File: config.mk
export PLATFORM = sky130hd
export DESIGN_NAME = dxt_block_texture_decoder
export DESIGN_NICKNAME = d
export VERILOG_FILES = /design/src/hw/rtl/dxt_pkg.sv /design/src/hw/rtl/dxt_block_texture_decoder.sv
export SDC_FILE = /design/constraint.sdc
export NUM_CORES = 2
export LEC_CHECK = 0
export BUFFER_PORTS_ARGS = -buffer_cell sky130_fd_sc_hd__buf_2
export CAP_MARGIN = 40
export CORE_ASPECT_RATIO = 1.2
export CORE_MARGIN = 3
export CORE_UTILIZATION = 50
export CTS_BUF_LIST = sky130_fd_sc_hd__clkbuf_4 sky130_fd_sc_hd__clkbuf_8
export DETAILED_ROUTE_END_ITERATION = 8
export PLACE_DENSITY = 0.71
export SYNTH_ARGS = -nofsm -noshare
export SYNTH_HDL_FRONTEND = slang
export SYNTH_SLANG_ARGS = --single-unit
export TNS_END_PERCENT = 30
File: constraint.sdc
create_clock -name clk -period 10.05 [get_ports clk]
set_input_delay 2.01 -clock clk [delete_from_list [all_inputs] [get_ports clk]]
set_output_delay 2.01 -clock clk [all_outputs]
set_load 0.01 [all_outputs]
File: src/hw/rtl/dxt_pkg.sv
// Package with the item types, format codes, register indexes and endpoint tables.
`default_nettype none

package dxt_pkg;

  // Block formats held in the format register.
  typedef enum logic [1:0] {
    FMT_DXT1     = 2'd0,
    FMT_DXT3     = 2'd1,
    FMT_DXT5     = 2'd2,
    FMT_RESERVED = 2'd3
  } fmt_t;

  // Configuration register indexes.
  localparam int unsigned CFG_INDEX_W = 2;
  localparam int unsigned CFG_DATA_W  = 2;
  localparam logic [CFG_INDEX_W-1:0] REG_BLOCK_FORMAT = 2'd0;
  localparam logic [CFG_INDEX_W-1:0] REG_DXT1_OPAQUE  = 2'd1;

  // One compressed block.
  typedef struct packed {
    logic [63:0] block_low;
    logic [63:0] block_high;
  } blk_t;

  // One decoded row of four BGRA texels.
  typedef struct packed {
    logic [1:0]  row_index;
    logic [31:0] texel_col0;
    logic [31:0] texel_col1;
    logic [31:0] texel_col2;
    logic [31:0] texel_col3;
    logic        last_row;
  } row_t;

  // Endpoint expansion tables, v*255/31 and v*255/63 truncated.
  typedef logic [7:0] lut5_t [32];
  typedef logic [7:0] lut6_t [64];

  function automatic lut5_t build_lut5();
    lut5_t t;
    for (int i = 0; i < 32; i++) begin
      t[i] = 8'((i * 255) / 31);
    end
    return t;
  endfunction

  function automatic lut6_t build_lut6();
    lut6_t t;
    for (int i = 0; i < 64; i++) begin
      t[i] = 8'((i * 255) / 63);
    end
    return t;
  endfunction

  localparam lut5_t EXP5 = build_lut5();
  localparam lut6_t EXP6 = build_lut6();

  // Reciprocal constants for the small constant divisions.
  localparam logic [23:0] DIV3_MUL = 24'd683;
  localparam logic [23:0] DIV5_MUL = 24'd3277;
  localparam logic [23:0] DIV7_MUL = 24'd4682;

endpackage

`default_nettype wire

File: src/hw/rtl/dxt_block_texture_decoder.sv
// Top level of the DXT1/DXT3/DXT5 block decoder: a four-stage pipeline and a row sequencer.
//
// Usage:
//   The blk channel (blk_valid, blk_stall, blk) takes one compressed 4x4 block per item:
//   block_low holds bytes 0..7, block_high bytes 8..15 (unused for DXT1).
//   The row channel (row_valid, row_stall, row) returns four items per block, rows 0 to 3,
//   each with four BGRA texels; last_row marks row 3.
//   The cfg port (cfg_we, cfg_index, cfg_data) writes block_format (index 0) and
//   dxt1_index3_opaque (index 1); write only while no block is in flight.
//   A block taken while block_format is 3 yields no rows.
// Timing:
//   The first row of a block passes stages A, B, C and D and then the output register.
//   Stage D keeps a block until its four rows are out; the row sequencer sends one row per
//   cycle, while the output register is not stalled, from the final stage into the output register.
//   Up to four blocks sit in the stages (three pipeline stages and the sequencer), and
//   the last row of a fifth can still wait in the output register.
// Reset and stall:
//   The synchronous reset empties every stage and the output register and sets both
//   registers to 0. While row_stall is high the output row holds, the pipeline fills up
//   behind it, and blk_stall rises once the first stage cannot move.
`default_nettype none

module dxt_block_texture_decoder (
  input  wire logic                            clk,
  input  wire logic                            rst,
  input  wire logic                            blk_valid,
  output logic                                 blk_stall,
  input  wire dxt_pkg::blk_t                   blk,
  output logic                                 row_valid,
  input  wire logic                            row_stall,
  output dxt_pkg::row_t                        row,
  input  wire logic                            cfg_we,
  input  wire logic [dxt_pkg::CFG_INDEX_W-1:0] cfg_index,
  input  wire logic [dxt_pkg::CFG_DATA_W-1:0]  cfg_data
);

  // Reciprocal divisions, exact over the value ranges used here.
  function automatic logic [7:0] div3(input logic [9:0] x);
    logic [23:0] p;
    p = 24'(x) * dxt_pkg::DIV3_MUL;
    return p[18:11];
  endfunction

  function automatic logic [7:0] div5(input logic [10:0] x);
    logic [23:0] p;
    p = 24'(x) * dxt_pkg::DIV5_MUL;
    return p[21:14];
  endfunction

  function automatic logic [7:0] div7(input logic [10:0] x);
    logic [23:0] p;
    p = 24'(x) * dxt_pkg::DIV7_MUL;
    return p[22:15];
  endfunction

  // Configuration registers.
  dxt_pkg::fmt_t cfg_fmt;
  logic          cfg_opq;

  always_ff @(posedge clk) begin
    if (rst) begin
      cfg_fmt <= dxt_pkg::FMT_DXT1;
      cfg_opq <= 1'b0;
    end else if (cfg_we) begin
      unique case (cfg_index)
        dxt_pkg::REG_BLOCK_FORMAT: cfg_fmt <= dxt_pkg::fmt_t'(cfg_data);
        dxt_pkg::REG_DXT1_OPAQUE:  cfg_opq <= cfg_data[0];
        default: ;
      endcase
    end
  end

  // Stage registers.
  logic          a_valid, b_valid, c_valid, d_valid;
  dxt_pkg::fmt_t a_fmt, b_fmt, c_fmt, d_fmt;
  logic          a_opq, b_opq, c_opq;
  logic [63:0]   a_lo, b_lo, c_lo, d_lo;
  logic [63:0]   a_col;
  logic [31:0]   b_cidx, c_cidx, d_cidx;
  logic          b_three, c_three;
  logic          b_amode8, c_amode8;
  logic [7:0]    b_e0 [3];
  logic [7:0]    b_e1 [3];
  logic [7:0]    b_a0, b_a1, c_a0, c_a1;
  logic [9:0]    c_s2 [3];
  logic [9:0]    c_s3 [3];
  logic [8:0]    c_mean [3];
  logic [10:0]   c_w7 [6];
  logic [10:0]   c_w5 [4];
  logic [23:0]   d_pal [4];
  logic [7:0]    d_pal3_a;
  logic [7:0]    d_alut [8];
  logic [1:0]    d_row;

  // Handshake: each stage moves when the one after it has room.
  logic o_load, d_done, d_ready, c_ready, b_ready, a_ready;

  assign o_load    = d_valid && (!row_valid || !row_stall);
  assign d_done    = o_load && (d_row == 2'd3);
  assign d_ready   = !d_valid || d_done;
  assign c_ready   = !c_valid || d_ready;
  assign b_ready   = !b_valid || c_ready;
  assign a_ready   = !a_valid || b_ready;
  assign blk_stall = !a_ready;

  // Stage A: capture the block with the format in force; a reserved format drops it.
  always_ff @(posedge clk) begin
    if (rst) begin
      a_valid <= 1'b0;
    end else if (a_ready) begin
      a_valid <= blk_valid && (cfg_fmt != dxt_pkg::FMT_RESERVED);
    end
  end

  always_ff @(posedge clk) begin
    if (a_ready) begin
      a_fmt <= cfg_fmt;
      a_opq <= cfg_opq;
      a_lo  <= blk.block_low;
      a_col <= (cfg_fmt == dxt_pkg::FMT_DXT1) ? blk.block_low : blk.block_high;
    end
  end

  // Stage B: expand the 565 endpoints and sort out the palette modes.
  always_ff @(posedge clk) begin
    if (rst) begin
      b_valid <= 1'b0;
    end else if (b_ready) begin
      b_valid <= a_valid;
    end
  end

  always_ff @(posedge clk) begin
    if (b_ready) begin
      b_fmt    <= a_fmt;
      b_opq    <= a_opq;
      b_lo     <= a_lo;
      b_cidx   <= a_col[63:32];
      b_three  <= (a_fmt == dxt_pkg::FMT_DXT1) && (a_col[15:0] <= a_col[31:16]);
      b_e0[0]  <= dxt_pkg::EXP5[a_col[4:0]];
      b_e0[1]  <= dxt_pkg::EXP6[a_col[10:5]];
      b_e0[2]  <= dxt_pkg::EXP5[a_col[15:11]];
      b_e1[0]  <= dxt_pkg::EXP5[a_col[20:16]];
      b_e1[1]  <= dxt_pkg::EXP6[a_col[26:21]];
      b_e1[2]  <= dxt_pkg::EXP5[a_col[31:27]];
      b_a0     <= a_lo[7:0];
      b_a1     <= a_lo[15:8];
      b_amode8 <= a_lo[7:0] > a_lo[15:8];
    end
  end

  // Stage C: weighted sums for the color thirds and the alpha sevenths and fifths.
  always_ff @(posedge clk) begin
    if (rst) begin
      c_valid <= 1'b0;
    end else if (c_ready) begin
      c_valid <= b_valid;
    end
  end

  always_ff @(posedge clk) begin
    if (c_ready) begin
      c_fmt    <= b_fmt;
      c_opq    <= b_opq;
      c_lo     <= b_lo;
      c_cidx   <= b_cidx;
      c_three  <= b_three;
      c_amode8 <= b_amode8;
      c_a0     <= b_a0;
      c_a1     <= b_a1;
      for (int i = 0; i < 3; i++) begin
        c_s2[i]   <= {1'b0, b_e0[i], 1'b0} + {2'b00, b_e1[i]};
        c_s3[i]   <= {2'b00, b_e0[i]} + {1'b0, b_e1[i], 1'b0};
        c_mean[i] <= {1'b0, b_e0[i]} + {1'b0, b_e1[i]};
      end
      for (int k = 1; k <= 6; k++) begin
        c_w7[k-1] <= 11'(7 - k) * {3'b000, b_a0} + 11'(k) * {3'b000, b_a1};
      end
      for (int k = 1; k <= 4; k++) begin
        c_w5[k-1] <= 11'(5 - k) * {3'b000, b_a0} + 11'(k) * {3'b000, b_a1};
      end
    end
  end

  // Stage D: divide into the color palette and alpha table; this stage then sends rows.
  always_ff @(posedge clk) begin
    if (rst) begin
      d_valid <= 1'b0;
      d_row   <= 2'd0;
    end else if (d_ready) begin
      d_valid <= c_valid;
      d_row   <= 2'd0;
    end else if (o_load) begin
      d_row   <= d_row + 2'd1;
    end
  end

  always_ff @(posedge clk) begin
    if (d_ready) begin
      d_fmt    <= c_fmt;
      d_lo     <= c_lo;
      d_cidx   <= c_cidx;
      d_pal3_a <= (c_three && !c_opq) ? 8'h00 : 8'hFF;
      // Endpoints come back from the sums: e0 = s2 - mean, e1 = s3 - mean.
      for (int i = 0; i < 3; i++) begin
        d_pal[0][8*i +: 8] <= 8'(c_s2[i] - {1'b0, c_mean[i]});
        d_pal[1][8*i +: 8] <= 8'(c_s3[i] - {1'b0, c_mean[i]});
        if (c_three) begin
          d_pal[2][8*i +: 8] <= c_mean[i][8:1];
          d_pal[3][8*i +: 8] <= 8'h00;
        end else begin
          d_pal[2][8*i +: 8] <= div3(c_s2[i]);
          d_pal[3][8*i +: 8] <= div3(c_s3[i]);
        end
      end
      d_alut[0] <= c_a0;
      d_alut[1] <= c_a1;
      if (c_amode8) begin
        for (int k = 0; k < 6; k++) begin
          d_alut[k+2] <= div7(c_w7[k]);
        end
      end else begin
        for (int k = 0; k < 4; k++) begin
          d_alut[k+2] <= div5(c_w5[k]);
        end
        d_alut[6] <= 8'h00;
        d_alut[7] <= 8'hFF;
      end
    end
  end

  // Texel lookup for the row that stage D sends next.
  logic [31:0] tex [4];

  always_comb begin
    logic [1:0] ci;
    logic [3:0] nib;
    logic [2:0] ai;
    logic [5:0] abase;
    logic [7:0] alpha;
    ci    = 2'd0;
    nib   = 4'd0;
    ai    = 3'd0;
    abase = 6'd0;
    alpha = 8'h00;
    for (int col = 0; col < 4; col++) begin
      ci    = d_cidx[{d_row, 2'(col), 1'b0} +: 2];
      nib   = d_lo[{d_row, 2'(col), 2'b00} +: 4];
      abase = 6'd16 + 6'(d_row) * 6'd12 + 6'(col * 3);
      ai    = d_lo[abase +: 3];
      case (d_fmt)
        dxt_pkg::FMT_DXT3: alpha = {nib, nib};
        dxt_pkg::FMT_DXT5: alpha = d_alut[ai];
        default:           alpha = (ci == 2'd3) ? d_pal3_a : 8'hFF;
      endcase
      tex[col] = {alpha, d_pal[ci]};
    end
  end

  // Output register: holds a row until the receiver takes it.
  always_ff @(posedge clk) begin
    if (rst) begin
      row_valid <= 1'b0;
    end else if (o_load) begin
      row_valid <= 1'b1;
    end else if (!row_stall) begin
      row_valid <= 1'b0;
    end
  end

  always_ff @(posedge clk) begin
    if (o_load) begin
      row.row_index  <= d_row;
      row.texel_col0 <= tex[0];
      row.texel_col1 <= tex[1];
      row.texel_col2 <= tex[2];
      row.texel_col3 <= tex[3];
      row.last_row   <= (d_row == 2'd3);
    end
  end

endmodule

`default_nettype wire

Word level (Yosys, flattened, before mapping). Memories as Yosys holds them, arrays and structs flattened. A register that Yosys moved wholly into a read port is not among the register bits. Cells that the tools add are included.

Register bits: 612. Bits in writable memories: 405. ROM bits: 2048. Input bits: 137. Output and inout bits: 133. Word-level logic and storage cells: 232. Memories: 15.

Memory list: (no name shown) (depth 64, bits a word 8, rd ports 1, clocked after memory_dff 0, wr ports 0, line dxt_block_texture_decoder.sv:144) `b_e1[1] <= dxt_pkg::EXP6[a_col[26:21]];`; (no name shown) (depth 64, bits a word 8, rd ports 1, clocked after memory_dff 0, wr ports 0, line dxt_block_texture_decoder.sv:141) `b_e0[1] <= dxt_pkg::EXP6[a_col[10:5]];`; (no name shown) (depth 32, bits a word 8, rd ports 1, clocked after memory_dff 0, wr ports 0, line dxt_block_texture_decoder.sv:145) `b_e1[2] <= dxt_pkg::EXP5[a_col[31:27]];`; (no name shown) (depth 32, bits a word 8, rd ports 1, clocked after memory_dff 0, wr ports 0, line dxt_block_texture_decoder.sv:143) `b_e1[0] <= dxt_pkg::EXP5[a_col[20:16]];`; (no name shown) (depth 32, bits a word 8, rd ports 1, clocked after memory_dff 0, wr ports 0, line dxt_block_texture_decoder.sv:142) `b_e0[2] <= dxt_pkg::EXP5[a_col[15:11]];`; (no name shown) (depth 32, bits a word 8, rd ports 1, clocked after memory_dff 0, wr ports 0, line dxt_block_texture_decoder.sv:140) `b_e0[0] <= dxt_pkg::EXP5[a_col[4:0]];`; +9 memories.

$add $sub $neg: 30. $mul: 23. $lt $le $gt $ge: 8. Equal/unequal tests: 10. Shift operators: 12. Mux-type cells: 54. Bitwise logic cells: 18. Reduce and logical (&&, ||, !) cells: 24.

Operator list (count): $shiftx A64 B7 Y3 (4); $shiftx A64 B7 Y4 (4); $mux W8 (29); $mul A11 B12 Y22 const B (10); $shiftx A32 B6 Y2 (4); $mul A10 B10 Y19 const B (6); $mux W64 (1); $pmux W8 S2 (4); $sub A8 B8 Y8 (6); $mul A2 B8 Y10 const A (4); $add A8 B9 Y10 (3); $add A9 B8 Y10 (3); $add A8 B8 Y9 (3); $ge A6 B6 Y1 const B (4); $not A5 Y6 (4); $add A10 B10 Y11 (2); $mul A3 B8 Y11 const A (2); $mux W1 (20); $le A16 B16 Y1 (1); $ge A7 B7 Y1 const B (2); $not A6 Y7 (2); $eq A2 B2 Y1 const B (6); $or A1 B1 Y1 (12); $add A10 B8 Y11 (1); other kinds (23) (42).

Longest topological paths before layout.
Depth after elaboration: 9. Mapped depth: 20. Mapped depth without buffers: 20.

Least setup slack after synthesis. No wires, ideal clock.

Path type: input -> register. Start: input port row_stall. End: register c_amode8, enable pin. Library setup time: 2.151 ns. Arrival: 7.135 ns. Data required time: 7.899 ns. Slack: 0.764 ns. Stages on the path: 5. Path buffers: 1. Path through: nand2_1 > nand2_1 > and2_1 > clkbuf_1 > nand2_1.

Longest elaborated chain between the ends: 6.

RTL lines: start, declared (line dxt_block_texture_decoder.sv:30) `input wire logic row_stall,`; $logic_not A1 Y1; $logic_or A1 B1 Y1 (line dxt_block_texture_decoder.sv:98) `assign o_load = d_valid && (!row_valid || !row_stall);`; $logic_and A1 B1 Y1 (line dxt_block_texture_decoder.sv:98); $logic_and A1 B1 Y1 (line dxt_block_texture_decoder.sv:99) `assign d_done = o_load && (d_row == 2'd3);`; $logic_or A1 B1 Y1 (line dxt_block_texture_decoder.sv:100) `assign d_ready = !d_valid || d_done;`; $logic_or A1 B1 Y1 (line dxt_block_texture_decoder.sv:101) `assign c_ready = !c_valid || d_ready;`; net c_ready (line dxt_block_texture_decoder.sv:96) `logic o_load, d_done, d_ready, c_ready, b_ready, a_ready;`; end signal, assigned (line dxt_block_texture_decoder.sv:168) `c_amode8 <= b_amode8;`; end, declared (line dxt_block_texture_decoder.sv:81) `logic b_amode8, c_amode8;`.

The timed path passes the listed nets, and every way through them passes these cells. A chain may end at the register's enable or synchronous reset.

==> flow_summary.toml <==
[cts]
cts_root_buf = "clkbuf_8"
cts_buffer_depth = 3
clkLatencyLatePin_ns = 0.87
cts.clk_slew.worst_paths_ns = 0.06
cts_tree = "yes"
h-tree-depth = 4
cts_setup_buffers = 0
cts_sinks = 948
postCtsResizedCells = 0
cts_buffers = 154
cts_hold_buffers = 0

[yosys]
synth.top_cell.area_share_pct = 39.0
ys_warn_count = 0
netlist_top_cells_count = "ha_1, inv_1, edfxtp_1, fa_1, a21oi_1"
synth.area.mux_share_pct = 8.68
synth_compound_area_share_pct = 6.81
synth-adder-area-share_pct = 31.6
syn-cell-area_sq_um = 72200
synth_most_common_cell = "ha_1"
syn_inst = 5694
synth_async_sr_flop_share_pct = 0
synth.distinct_cells = 78
ys_top_cells_by_area = "edfxtp_1, ha_1, fa_1"
synth_xor_area_share_pct = 3.76
yosys_most_used_dff = "edfxtp_1"
synth_nets = 7426
synth_top_area_cell = "edfxtp_1"
yosysSeqAreaShare_pct = 39.3
synth-seq-cells = 948
synthSimpleGateAreaFrac_pct = 3.72
synth_area_per_cell_sq_um = 12.7
synth_top_family_by_area = "adder cells"
synth_edf_count = 938

[placement]
io_buffers = 269
hpwl_mm = 134
gp_congestion = 0.958

[routing]
drt-initial-drc-count = 3118
firstDrtPassIters = 9
vias = 45006
viasPerCell = 5.53
routedWlPerCell_um = 20.9
drtAntennaViolNets = 0
wl_mm = 170
drc = 0

[sta]
tightest_slew_ns = 1.20
finalHoldViolCount = 0
slew_headroom_pct = 20.3
skew_ns = 0.0543
fmax_ghz = 0.181
finalMaxSlewViolations = 0
finalCriticalPeriod_ns = 5.52
setup_viol = 0
period_share_pct = 54.9
tns_ns = 0
rsz0062_at_grt = "false"

[worst_setup_path]
path_class = "reg -> reg"
cp_data_required_time_ns = 10.75
endpoint_kind = "flop"
path_max_fanout = 4
critPathLaunchType = "flop"
cp.arrival_ns = 6.21

[global_routing]
grt_pass1_vias = 47058
grt-ovfl-total = 0
grt_max_degree = 159
antenna_found_initial = 14
grt_first_pass_wirelength_mm = 265
grt_usage_pct = 23.1

[floorplanning]
core_area_sq_um = 143000
initial_core_util_pct = 50.4
ios = 270
die_area_sq_um = 149000
chipHeight_um = 422
fp.dieW_um = 353
rows = 152

[layout]
fin_nets = 7815
drive_gt1_share_pct = 13.5
areaGrowthSynthToFinish_pct = 10.1
fillerInstances = 11716

[status]
outcome = "finished, final reports clean"

[run]
drv_cap = 0

[hold_path]
hold_class = "reg -> reg"
[routing by layer]
layer | track usage, % | up-vias | routed length (um)
met5 | 0 | - | 27
met4 | 10.4 | 4 | 7910
met3 | 3.80 | 354 | 10600
met2 | 37.5 | 1366 | 79500
met1 | 30.4 | 22189 | 71800
li1 | - | 21093 | -
[critical path, cell delays in order, from the launching register on]
cell and delay (ns):
edfxtp_1 0.42, inv_1 0.06, ha_1 0.34, fa_1 0.55, inv_1 0.07, fa_1 0.50
inv_1 0.05, fa_1 0.50, fa_1 0.55, inv_1 0.04, ha_1 0.20, a211oi_1 0.28
o211ai_1 0.13, o21ai_0 0.34, a21oi_1 0.19, a41oi_1 0.41, a21oi_1 0.13, or4_1 0.48
o211ai_1 0.11
[state kept, by name, indices dropped and copies added, names as in the netlist, 24 cells and up]
register,count
c_mean,27
d_pal,96
c_s2,30
a_lo,64
c_lo,64
d_lo,64
c_cidx,32
row,131
c_w7,58
b_lo,64
c_w5,38
b_e0,24
d_cidx,32
b_e1,24
d_alut,48
a_col,64
b_cidx,32
c_s3,30
[final timing paths]
kind | start | to | slack [ns] | depth (start not counted)
worst max register to register | c_w5[1][9] | d_alut[3][7] | 4.53 | 18
worst min register to register | c_lo[38] | d_lo[38] | 0.40 | 0
worst max-delay path | c_w5[1][9] | d_alut[3][7] | 4.53 | 18
worst min-delay path | c_lo[38] | d_lo[38] | 0.40 | 0
[layout by cell type (no fill, tap or decap), types with 20 or more instances in the layout]
cell type  synthesis  layout
clkbuf_4           0      34
mux2_2            75      75
nand4_1           22      22
nor3_1            49      49
buf_2             33     269
a211oi_1          24      24
o211ai_1          34      34
xor2_1            83      83
o21a_1            20      20
mux4_2           173     173
mux2i_1          116     116
nand3_1           32      31
inv_1           1035    1033
edfxtp_1         938     938
clkbuf_8           0     157
a21o_1            99      99
clkinv_1           0      41
o21ai_0          129     129
nor2_1           137     135
o31ai_1           22      22
ha_1            1216    1216
o21bai_1          68      68
a21oi_1          252     252
nand2b_1          41      39
buf_4              5      38
nor2b_1           58      58
fa_1             379     379
xnor2_1          227     227
nand2_1          151     150
[through the flow]
stage	instances	instance area, sq um	hold slack (ns)	worst slack, ns	util (%)
final	8135	79400	0.405	4.53	55.5
after global routing	8131	79400	0.409	4.08	55.5
after CTS	8126	79400	0.399	4.49	55.5
after detailed placement	7852	76100	0.405	4.52	53.2
after global placement	7835	75800	0.401	4.57	52.9
after floorplan	5694	72200	0.400	0.764	-
[cell type report]
cell class	instances	area (sq um)	area share (%)
Antenna cell	9	22.5	0.0283
Clock buffer	191	2420	3.04
Clock inverter	83	882	1.11
Inverter	1037	3900	4.91
Multi-Input combinational cell	3618	39400	49.6
Sequential cell	948	28400	35.7
Tap cell	1925	2410	3.03
Timing Repair Buffer	324	2030	2.55
[cell families (layout without fill, tap and decap cells)]
family	after synthesis	count (layout)
AND/OR/NAND/NOR	555	555
flip-flops	948	948
XOR/XNOR	310	310
other	0	9
AO/OA/AOI/OAI	773	773
adder cells (fa/ha/maj)	1595	1595
buffers and inverters	1128	1635
multiplexers	385	385
Power is not shown: default switching activity piles up to over one toggle a cycle in this logic, so the estimate is an artifact.
